==> config.mk <==
export PLATFORM = sky130hd
export DESIGN_NAME = pwm_hysteresis_step_regulator_top
export DESIGN_NICKNAME = d
export VERILOG_FILES = /design/src/rtl/psr_pkg.sv /design/src/rtl/psr_avg.sv /design/src/rtl/psr_duty.sv /design/src/rtl/pwm_hysteresis_step_regulator_top.sv
export SDC_FILE = /design/constraint.sdc
export NUM_CORES = 1
export LEC_CHECK = 0
export BUFFER_PORTS_ARGS = -buffer_cell sky130_fd_sc_hd__buf_2
export CORE_ASPECT_RATIO = 0.5
export CORE_MARGIN = 2
export CORE_UTILIZATION = 44
export DETAILED_ROUTE_END_ITERATION = 10
export PLACE_DENSITY = 0.68
export SLEW_MARGIN = 20
export SYNTH_ARGS = -nofsm -noshare
export SYNTH_HDL_FRONTEND = slang
export SYNTH_SLANG_ARGS = --single-unit
==> constraint.sdc <==
create_clock -name clk -period 9.28 [get_ports clk]
set_clock_uncertainty 0.1 [all_clocks]
set_input_delay 0.928 -clock clk [delete_from_list [all_inputs] [get_ports clk]]
set_output_delay 0.928 -clock clk [all_outputs]
set_load 0.02 [all_outputs]
==> src/rtl/psr_pkg.sv <==
// Shared constants, register codes and types of the PWM hysteresis step regulator.
package psr_pkg;

	localparam int WINDOW     = 8;
	localparam int DUTY_RES   = 16;
	localparam int DUTY_HALF  = DUTY_RES / 2;

	localparam int SAMPLE_W   = 10;
	localparam int TARGET_W   = 13;
	localparam int HYST_W     = 10;
	localparam int STEP_W     = 12;
	localparam int DUTY_W     = 12;
	localparam int CMP_W      = 8;
	localparam int AVG_W      = 13;
	localparam int CFG_IDX_W  = 3;
	localparam int CFG_DATA_W = 13;

	localparam int SAMPLE_MAX = (1 << SAMPLE_W) - 1;
	localparam int SUM_MAX    = WINDOW * SAMPLE_MAX;
	localparam int SUM_W      = $clog2(SUM_MAX + 1);
	localparam int MARGIN_MAX = WINDOW * ((1 << HYST_W) - 1);
	localparam int MARGIN_W   = $clog2(MARGIN_MAX + 1);
	localparam int WIDE_SM    = (SUM_W > MARGIN_W) ? SUM_W : MARGIN_W;
	localparam int BAND_W     = ((WIDE_SM > TARGET_W) ? WIDE_SM : TARGET_W) + 1;

	localparam int RING_IDX_W = (WINDOW > 1) ? $clog2(WINDOW) : 1;
	localparam int PHASE_W    = (DUTY_RES > 1) ? $clog2(DUTY_RES) : 1;

	localparam int AVG_MAX    = (1 << AVG_W) - 1;
	localparam int CMP_MAX    = (1 << CMP_W) - 1;

	localparam int TARGET_RST_RAW = 512 * WINDOW;
	localparam int TARGET_RST     = (TARGET_RST_RAW > AVG_MAX) ? AVG_MAX : TARGET_RST_RAW;
	localparam int HYST_RST       = 4;
	localparam int STEP_RST       = 1;
	localparam int UPPER_RST      = 3840;
	localparam int LOWER_RST      = 0;
	localparam int DITHER_RST     = 1;

	typedef enum logic [CFG_IDX_W-1:0] {
		CFG_TARGET_SUM    = 3'd0,
		CFG_HYSTERESIS    = 3'd1,
		CFG_STEP_SIZE     = 3'd2,
		CFG_DUTY_UPPER    = 3'd3,
		CFG_DUTY_LOWER    = 3'd4,
		CFG_DITHER_ENABLE = 3'd5
	} cfg_index_t;

	typedef struct packed {
		logic [TARGET_W-1:0] target_sum;
		logic [HYST_W-1:0]   hysteresis;
		logic [STEP_W-1:0]   step_size;
		logic [DUTY_W-1:0]   duty_upper;
		logic [DUTY_W-1:0]   duty_lower;
		logic                dither_enable;
	} cfg_t;

endpackage

==> src/rtl/psr_avg.sv <==
// Sample ring and running sum of the last WINDOW converter samples.
module psr_avg (
	input  logic                        clk,
	input  logic                        arst_n,
	input  logic                        load,
	input  logic [psr_pkg::SAMPLE_W-1:0] sample,
	output logic [psr_pkg::SUM_W-1:0]    sum
);
	import psr_pkg::*;

	logic [SAMPLE_W-1:0]   ring_q [WINDOW];
	logic [RING_IDX_W-1:0] idx_q;
	logic [SUM_W-1:0]      sum_q;
	logic [SUM_W-1:0]      sum_nxt;

	// The true result always lies in range, so modular arithmetic is exact.
	assign sum_nxt = sum_q + SUM_W'(sample) - SUM_W'(ring_q[idx_q]);
	assign sum     = sum_q;

	always_ff @(posedge clk or negedge arst_n) begin
		if (!arst_n) begin
			for (int i = 0; i < WINDOW; i++) begin
				ring_q[i] <= '0;
			end
			idx_q <= '0;
			sum_q <= '0;
		end else if (load) begin
			ring_q[idx_q] <= sample;
			sum_q         <= sum_nxt;
			if (idx_q == RING_IDX_W'(WINDOW - 1)) begin
				idx_q <= '0;
			end else begin
				idx_q <= idx_q + 1'b1;
			end
		end
	end

endmodule

==> src/rtl/psr_duty.sv <==
// Hysteresis duty stepper, dither phase and PWM compare value generation.
module psr_duty (
	input  logic                       clk,
	input  logic                       arst_n,
	input  logic                       step_en,
	input  logic [psr_pkg::SUM_W-1:0]  sum,
	input  psr_pkg::cfg_t              cfg,
	output logic [psr_pkg::DUTY_W-1:0] duty_nxt,
	output logic [psr_pkg::CMP_W-1:0]  compare_nxt
);
	import psr_pkg::*;

	logic [DUTY_W-1:0]  duty_q;
	logic [PHASE_W-1:0] phase_q;

	logic [BAND_W-1:0]  sum_w;
	logic [BAND_W-1:0]  tgt_w;
	logic [BAND_W-1:0]  margin_w;
	logic               below;
	logic               above;
	logic [DUTY_W:0]    step_w;
	logic [DUTY_W:0]    up_sum;
	logic [DUTY_W:0]    dn_limit;
	logic               can_up;
	logic               can_dn;
	logic [DUTY_W:0]    whole;
	logic [PHASE_W-1:0] frac;
	logic [DUTY_W:0]    cmp_raw;

	always_comb begin
		sum_w    = BAND_W'(sum);
		tgt_w    = BAND_W'(cfg.target_sum);
		margin_w = BAND_W'(cfg.hysteresis) * BAND_W'(WINDOW);
		below    = (sum_w + margin_w) < tgt_w;
		above    = sum_w > (tgt_w + margin_w);

		// Limit tests are made one bit wider so that neither side wraps.
		step_w   = (DUTY_W+1)'(cfg.step_size);
		up_sum   = (DUTY_W+1)'(duty_q) + step_w;
		dn_limit = (DUTY_W+1)'(cfg.duty_lower) + step_w;
		can_up   = up_sum <= (DUTY_W+1)'(cfg.duty_upper);
		can_dn   = (DUTY_W+1)'(duty_q) >= dn_limit;

		if (below && can_up) begin
			duty_nxt = up_sum[DUTY_W-1:0];
		end else if (above && can_dn) begin
			duty_nxt = duty_q - DUTY_W'(cfg.step_size);
		end else begin
			duty_nxt = duty_q;
		end

		whole = (DUTY_W+1)'(duty_nxt / DUTY_RES);
		frac  = PHASE_W'(duty_nxt % DUTY_RES);
		if (cfg.dither_enable) begin
			cmp_raw = whole + (DUTY_W+1)'(frac < phase_q);
		end else begin
			cmp_raw = (DUTY_W+1)'(((DUTY_W+1)'(duty_nxt) + (DUTY_W+1)'(DUTY_HALF)) / DUTY_RES);
		end
		compare_nxt = (cmp_raw > (DUTY_W+1)'(CMP_MAX)) ? CMP_W'(CMP_MAX) : cmp_raw[CMP_W-1:0];
	end

	always_ff @(posedge clk or negedge arst_n) begin
		if (!arst_n) begin
			duty_q  <= '0;
			phase_q <= '0;
		end else if (step_en) begin
			duty_q <= duty_nxt;
			if (phase_q == PHASE_W'(DUTY_RES - 1)) begin
				phase_q <= '0;
			end else begin
				phase_q <= phase_q + 1'b1;
			end
		end
	end

endmodule

==> src/rtl/pwm_hysteresis_step_regulator_top.sv <==
// Top level of the moving-average hysteresis PWM step regulator.
// Each accepted converter sample enters a ring of the last eight samples and
// updates their running sum in the cycle it is accepted. In the input stage the
// sum is compared against the target with a dead band of eight times the
// hysteresis register, the fine duty value steps up or down by step_size where
// the duty limits allow it, and the 8-bit compare value is formed, either
// rounded to the nearest count or dithered against a free-running 16-step
// phase that advances once per request. The result is loaded into an output
// register when the input stage advances, which it does once the output
// register is empty or its result is being taken. One request can be accepted
// on every cycle while the consumer keeps taking results: the input stage and
// the output register form a two-entry pipeline; the feedback loops are the
// running-sum update and ring index, the duty update and the phase counter.
// Configuration is always ready (cfg_ready is tied high); indexes 0 to 5
// select target_sum, hysteresis, step_size, duty_upper, duty_lower and
// dither_enable, and writes to other indexes are dropped.
// Registers should only be written while no request is in flight. Reset clears
// the sample ring, sum, duty value and phase and loads the register defaults.
module pwm_hysteresis_step_regulator_top (
	input  logic                           clk,
	input  logic                           arst_n,
	input  logic                           in_valid,
	output logic                           in_ready,
	input  logic [psr_pkg::SAMPLE_W-1:0]   adc_sample,
	output logic                           out_valid,
	input  logic                           out_ready,
	output logic [psr_pkg::CMP_W-1:0]      compare_value,
	output logic [psr_pkg::DUTY_W-1:0]     duty_fine,
	output logic [psr_pkg::AVG_W-1:0]      average_sum,
	input  logic                           cfg_valid,
	output logic                           cfg_ready,
	input  logic [psr_pkg::CFG_IDX_W-1:0]  cfg_index,
	input  logic [psr_pkg::CFG_DATA_W-1:0] cfg_data
);
	import psr_pkg::*;

	cfg_t              cfg_q;
	logic              s1_valid_q;
	logic              out_valid_q;
	logic [CMP_W-1:0]  compare_value_q;
	logic [DUTY_W-1:0] duty_fine_q;
	logic [AVG_W-1:0]  average_sum_q;

	logic              out_free;
	logic              s1_adv;
	logic              in_accept;
	logic [SUM_W-1:0]  sum;
	logic [31:0]       sum_wide;
	logic [AVG_W-1:0]  avg_sat;
	logic [DUTY_W-1:0] duty_nxt;
	logic [CMP_W-1:0]  compare_nxt;

	// The output register frees up in the same cycle its result is taken, so
	// a full pipeline keeps moving as long as the consumer keeps taking.
	assign out_free  = !out_valid_q || out_ready;
	assign s1_adv    = s1_valid_q && out_free;
	assign in_ready  = !s1_valid_q || out_free;
	assign in_accept = in_valid && in_ready;
	assign cfg_ready = 1'b1;

	assign out_valid     = out_valid_q;
	assign compare_value = compare_value_q;
	assign duty_fine     = duty_fine_q;
	assign average_sum   = average_sum_q;

	// The running sum register doubles as the first stage's data: it only
	// changes on acceptance, which cannot happen while stage one is stalled.
	psr_avg u_avg (
		.clk    (clk),
		.arst_n (arst_n),
		.load   (in_accept),
		.sample (adc_sample),
		.sum    (sum)
	);

	psr_duty u_duty (
		.clk         (clk),
		.arst_n      (arst_n),
		.step_en     (s1_adv),
		.sum         (sum),
		.cfg         (cfg_q),
		.duty_nxt    (duty_nxt),
		.compare_nxt (compare_nxt)
	);

	// The reported sum saturates at the output width; inside it is kept whole.
	assign sum_wide = 32'(sum);
	assign avg_sat  = (sum_wide > 32'(AVG_MAX)) ? AVG_W'(AVG_MAX) : sum_wide[AVG_W-1:0];

	always_ff @(posedge clk or negedge arst_n) begin
		if (!arst_n) begin
			cfg_q.target_sum    <= TARGET_W'(TARGET_RST);
			cfg_q.hysteresis    <= HYST_W'(HYST_RST);
			cfg_q.step_size     <= STEP_W'(STEP_RST);
			cfg_q.duty_upper    <= DUTY_W'(UPPER_RST);
			cfg_q.duty_lower    <= DUTY_W'(LOWER_RST);
			cfg_q.dither_enable <= 1'(DITHER_RST);
		end else if (cfg_valid && cfg_ready) begin
			case (cfg_index)
				CFG_TARGET_SUM:    cfg_q.target_sum    <= cfg_data[TARGET_W-1:0];
				CFG_HYSTERESIS:    cfg_q.hysteresis    <= cfg_data[HYST_W-1:0];
				CFG_STEP_SIZE:     cfg_q.step_size     <= cfg_data[STEP_W-1:0];
				CFG_DUTY_UPPER:    cfg_q.duty_upper    <= cfg_data[DUTY_W-1:0];
				CFG_DUTY_LOWER:    cfg_q.duty_lower    <= cfg_data[DUTY_W-1:0];
				CFG_DITHER_ENABLE: cfg_q.dither_enable <= cfg_data[0];
				default: ;
			endcase
		end
	end

	always_ff @(posedge clk or negedge arst_n) begin
		if (!arst_n) begin
			s1_valid_q  <= 1'b0;
			out_valid_q <= 1'b0;
		end else begin
			if (in_accept) begin
				s1_valid_q <= 1'b1;
			end else if (s1_adv) begin
				s1_valid_q <= 1'b0;
			end
			if (s1_adv) begin
				out_valid_q <= 1'b1;
			end else if (out_ready) begin
				out_valid_q <= 1'b0;
			end
		end
	end

	always_ff @(posedge clk) begin
		if (s1_adv) begin
			compare_value_q <= compare_nxt;
			duty_fine_q     <= duty_nxt;
			average_sum_q   <= avg_sat;
		end
	end

endmodule

; Yosys cells after proc, flatten, opt, wreduce, memory -nomap -nowiden
; Index checks and enable logic that the tools add are counted.
; W data, S select, Z words.
[word_totals]
regBits = 207
input_bits = 31
out_inout_bits = 36
wordCells = 84
[classes]
add_sub_neg = 11
n_lt_le_gt_ge = 9
n_eq_ne = 7
muxes = 15
bitwise = 1
reduce_logical = 18
[op_table]
columns = operator, count
row1 = $bwmux W80, 1
row2 = $bmux W10 S3, 1
row3 = $demux W10 S3, 1
row4 = $mux W10, 3
row5 = $add A13 B13 Y14, 2
row6 = $add A12 B12 Y13, 2
row7 = $mux W12, 2
row8 = $gt A13 B14 Y1, 1
row9 = $lt A14 B13 Y1, 1
row10 = $add A12 B4 Y13 const B, 1
row11 = $add A13 B10 Y13, 1
row12 = $ge A12 B13 Y1, 1
row13 = $gt A13 B13 Y1 const B, 1
row14 = $gt A13 B8 Y1 const B, 1
row15 = $le A13 B12 Y1, 1
row16 = $mux W13, 1
row17 = $sub A13 B10 Y13, 1
row18 = $reduce_and A2 Y1, 6
row19 = $sub A12 B12 Y12, 1
row20 = $add A8 B1 Y9, 1
row21 = $eq A3 B3 Y1 const B, 3
row22 = $eq A3 B2 Y1 const B, 2
row23 = $logic_and A1 B1 Y1, 5
row24 = $add A4 B1 Y4 const B, 1
row25 = 14 further kinds, 20

; Logic depth before layout (Yosys ltp)
[logic_depth]
word_depth = 9
mapped_depth = 32
ltp_nobuf = 31

; By module
; A second synthesis with hierarchy kept.
[hier_totals]
cells_unflattened = 1274
area_unflattened_um2 = 13437.9
[by_module_without_submodules]
columns = module, n_inst, cells_each, area_each_um2, seq_area_each_um2
row1 = psr_avg, 1, 472, 5139.9, 2402.3
row2 = psr_duty, 1, 615, 4824.6, 400.4
row3 = pwm_hysteresis_step_regulator_top, 1, 187, 3473.3, 2552.4

; Worst setup path before layout
; Ideal clock, no wire load.
[synth_timing]
path_kind = reg-to-reg
startpoint = register cfg_q[26] (netlist name)
endpoint = register compare_value_q[6] (netlist: compare_value[6]), data pin
setup_ps = 262
arrival_ps = 5579
setup_slack_ps = 3339
stages_incl_launch_ff = 32
path_buffers = 1
path_cell_list = dfrtp_1 -> ha_1 -> a21o_1 -> a21oi_1 -> o21bai_1 -> a21oi_1 -> o21bai_1 -> a21oi_1 -> nor2b_1 -> o21a_1 -> o41a_1 -> xnor2_1 -> ha_1 -> and3_1 -> nand2_1 -> o21a_1 -> a211oi_4 -> buf_2 -> nor2_1 -> a21oi_1 -> a21oi_1 -> ha_1 -> inv_1 -> a31oi_1 -> o21ai_0 -> o2bb2ai_1 -> ha_1 -> ha_1 -> and2_1 -> a41o_1 -> nand4_1 -> mux2_1
[synth_via]
elab_chain_cells = 9
elab_cells_between_ends = 14
[synth_lines]
columns = item, line
row1 = start: declaration, pwm_hysteresis_step_regulator_top.sv:37  ; cfg_t cfg_q;
row2 = $add A12 B12 Y13, psr_duty.sv:40  ; dn_limit = (DUTY_W+1)'(cfg.duty_lower) + step_w;
row3 = $ge A12 B13 Y1, psr_duty.sv:42  ; can_dn = (DUTY_W+1)'(duty_q) >= dn_limit;
row4 = $logic_and A1 B1 Y1, psr_duty.sv:46  ; end else if (above && can_dn) begin
row5 = $mux W12, psr_duty.sv:46
row6 = $mux W12 (*), psr_duty.sv:44  ; if (below && can_up) begin
row7 = via duty_nxt[1], pwm_hysteresis_step_regulator_top.sv:50  ; logic [DUTY_W-1:0] duty_nxt;
row8 = $lt A4 B4 Y1, psr_duty.sv:55  ; cmp_raw = whole + (DUTY_W+1)'(frac < phase_q);
row9 = $add A8 B1 Y9, psr_duty.sv:55
row10 = $mux W13 (*), psr_duty.sv:54  ; if (cfg.dither_enable) begin
row11 = $gt A13 B8 Y1, psr_duty.sv:59  ; compare_nxt = (cmp_raw > (DUTY_W+1)'(CMP_MAX)) ? CMP_W'(CMP_MAX) : cmp_raw[CMP_W-1:0];
row12 = end signal: assignment, pwm_hysteresis_step_regulator_top.sv:131  ; compare_value_q <= compare_nxt;
row13 = end: declaration, pwm_hysteresis_step_regulator_top.sv:40  ; logic [CMP_W-1:0] compare_value_q;
; Mark *: on every way through the listed nets, which the timed path passes. The rest lies on a longest branch.
; A chain may end at the register's enable or synchronous reset.

; Final worst setup path
[layout_timing]
startpoint = register cfg_q[26] (netlist name)
endpoint = register compare_value_q[7] (netlist: compare_value[7]), data pin
; Same word-level chain as after synthesis.

==> results.cfg <==
[final_layout]
nets = 1543
area_growth_pct = 10.5
final.fill_count = 2653
antenna_cells = 0
drive_above_1_share_pct = 14.4
final_cells = 1777

[placed_design]
port-buffer-count = 65
post-place-ws_ns = 2.57
placedCellCount = 1739
gp_congestion = 0.925
dp_hpwl_um = 23100

[route]
drtIter0Drc = 590
totalWireLength_um = 31500
routedWlPerCell_um = 17.7
drc = 0
vias = 9755
via_per_inst = 5.49
firstDrtPassIters = 5
ant_nets = 0

[critical_path]
crit_required_ns = 9.44
arrival_ns = 6.88
crit_type = reg2reg
critical_path.most_common_cell = ha_1
critPathBufInv = 2
critPathCaptureType = register
cp_top_family = compound AO/OA/AOI/OAI gates
critPathLaunchType = register
cpPeakStageDelay_ns = 0.51
cpMaxStageDelayCell = a221oi_1
crit_fanout = 13

[yosys]
synth.distinct_cells = 80
avgSynthCellArea_um2 = 9.77
async_reset_ff_share_pct = 84.1
synth_top_cell_by_area = dfrtp_1
synth_top_cell_area_share_pct = 31.9
syn-instance-count = 1331
yosysMostFrequentCell = nand2_1
synth_seq_cells = 207
yosys_warnings = 0
syn-cell-area_um2 = 13000
dominantRegCellSynth = dfrtp_1
ys_seq_area_share_pct = 41.2
synthTopCellsByArea = dfrtp_1 (32%), ha_1 (12%), edfxtp_1 (7.6%), o21ai_0 (5.9%), nand2_1 (5.4%)
syn-num-nets = 1503
yosys-top-cells-count = nand2_1 (187), dfrtp_1 (166), o21ai_0 (153), ha_1 (126), inv_1 (122)
synth_edf_count = 33

[pwr]
power_frac_seq_pct = 26.1
power.switching_mw = 2.76
powerDensity_nw_per_um2 = 428
p_clk_share_pct = 14.2
swShare_pct = 44.9
p_leak_nw = 6.65
combPwrFrac_pct = 59.7
power.internal_mw = 3.39
ir_worst_vdd_uv = 207

[clock_tree]
hold_buffers = 0
cts_setup_buffers = 0
clock_sinks = 207
clk_latency_ns = 0.52
clk_path_buf_depth = 3
cts_buffers = 21
htree_num_levels = 1
ctsRootBufferMaster = clkbuf_16
cts.repair.resized = 0
cts.clk_slew.worst_paths_ns = 0.07
cts_tree = done

[sta]
hold_viol = 0
fin_crit_sh_pct = 72.4
maxSlewViolCount = 0
worst_slew_pin_slew_ns = 1.07
rsz0062_at_grt = no
setup_viol = 0
setup_tns_ns = 0
finalCriticalPeriod_ns = 6.72
fin_ws_ns = 2.56
max_freq_mhz = 149
slew-limit-headroom_pct = 28.3

[global_route]
antenna_found_initial = 0
grt-ovfl-total = 0
grt_max_degree = 77
grt_pass1_vias = 10100
track_usage_pct = 21.0
grt_pass1_wl_um = 52000

[die]
io_pins = 67
die_w_um = 247
dieHeight_um = 126
core_um2 = 29000
floorplan.rows = 44
initial_core_util_pct = 44.8
die_area_um2 = 31000

[hold_path]
hp-class = in2async

[flow_run]
maxCapViolCount = 0

[outcome]
outcome = finished clean
## power by group through the flow
stage	registers, mW	logic (mW)	clock network [mW]
global route	1.66	4.16	0.928
finish	1.61	3.67	0.871
detailed placement	1.63	3.64	0
global placement	1.60	3.53	0
CTS	1.61	3.67	0.895
floorplan	1.62	2.78	0
## sequential cells by signal, summed over array words and instances (netlist names)
name / count
duty_fine: 12
u_avg.idx_q: 3
s1_valid_q: 1
out_valid: 1
average_sum: 13
compare_value: 8
cfg_q: 60
u_duty.duty_q: 12
u_avg.ring_q: 80
u_duty.phase_q: 4
u_avg.sum: 13
## metal layers
layer / up-vias / track usage [%] / part of all wire [%]
li1: 4742 / - / -
met1: 4755 / 27.7 / 45
met2: 204 / 36.2 / 48
met3: 54 / 3.09 / 4.1
met4: 0 / 5.71 / 2.5
met5: - / 0 / 0
## layout make-up
class / instances / area (um2) / share of cell area [%]
clock buffer: 33 / 641 / 4.46
clock inverter: 5 / 58.8 / 0.409
inverter: 123 / 462 / 3.21
multi-input combinational: 944 / 6970 / 48.5
sequential: 207 / 5360 / 37.3
tap: 391 / 489 / 3.40
timing repair buffer: 74 / 399 / 2.78
## cell usage in the layout, fill, tap and decap left out, types with 33 or more instances in the layout
cell	instances
a21oi_1	53
inv_1	122
nand2_1	187
dfrtp_1	166
buf_2	64
edfxtp_1	33
o21ai_0	153
mux2_2	49
nor2_1	54
ha_1	126
## metrics by stage
stage / util, % / power (mW) / instance area, um2 / hold WS (ns)
global route: 49.5 / 6.74 / 14400 / 0.208
global placement: 47.1 / 5.13 / 13700 / 0.358
CTS: 49.5 / 6.17 / 14400 / 0.193
floorplan: - / 4.39 / 13000 / 0.344
detailed placement: 47.1 / 5.27 / 13700 / 0.369
finish: 49.5 / 6.15 / 14400 / 0.199
## path summary, 6_finish.rpt
check	end	startpoint	slack, ns	cells after the start
min in group clk	u_avg.ring_q[62]	u_avg.ring_q[62]	0.38	2
worst min register to register	u_avg.ring_q[62]	u_avg.ring_q[62]	0.38	2
worst max register to register	compare_value[7]	cfg_q[26]	2.56	27
max in group asynchronous	u_avg.ring_q[73]	arst_n	6.77	3
worst max-delay path	compare_value[7]	cfg_q[26]	2.56	27
worst min-delay path	cfg_q[10]	arst_n	0.20	1
## worst register-to-register path, cell delays in order (launching register included)
cell	delay (ns)
dfrtp_1	0.38
inv_1	0.16
ha_1	0.34
nand2b_1	0.16
a221oi_1	0.13
o41ai_1	0.42
a21oi_1	0.25
a221oi_1	0.52
xnor2_1	0.13
ha_1	0.31
nand3_1	0.10
nor4_1	0.29
a21o_1	0.12
a31oi_1	0.05
nor3_2	0.42
nand3_2	0.36
a21oi_1	0.37
ha_1	0.28
inv_1	0.05
a31oi_1	0.03
o21ai_0	0.17
o2bb2ai_1	0.14
ha_1	0.18
mux2i_1	0.08
a211oi_1	0.20
nor4b_2	0.40
nand4_1	0.16
mux2i_1	0.15
## kinds of logic after synthesis
group	Yosys count	share of synthesized area (%)
fa+ha+maj	141	14.4
flops	207	41.2
other cells	1	0.0288
compound gates	331	16.2
mux	79	7.47
xor+xnor	47	3.17
buf+inv	180	5.33
simple gates	345	12.2
Power figures use the tool's default switching activity.
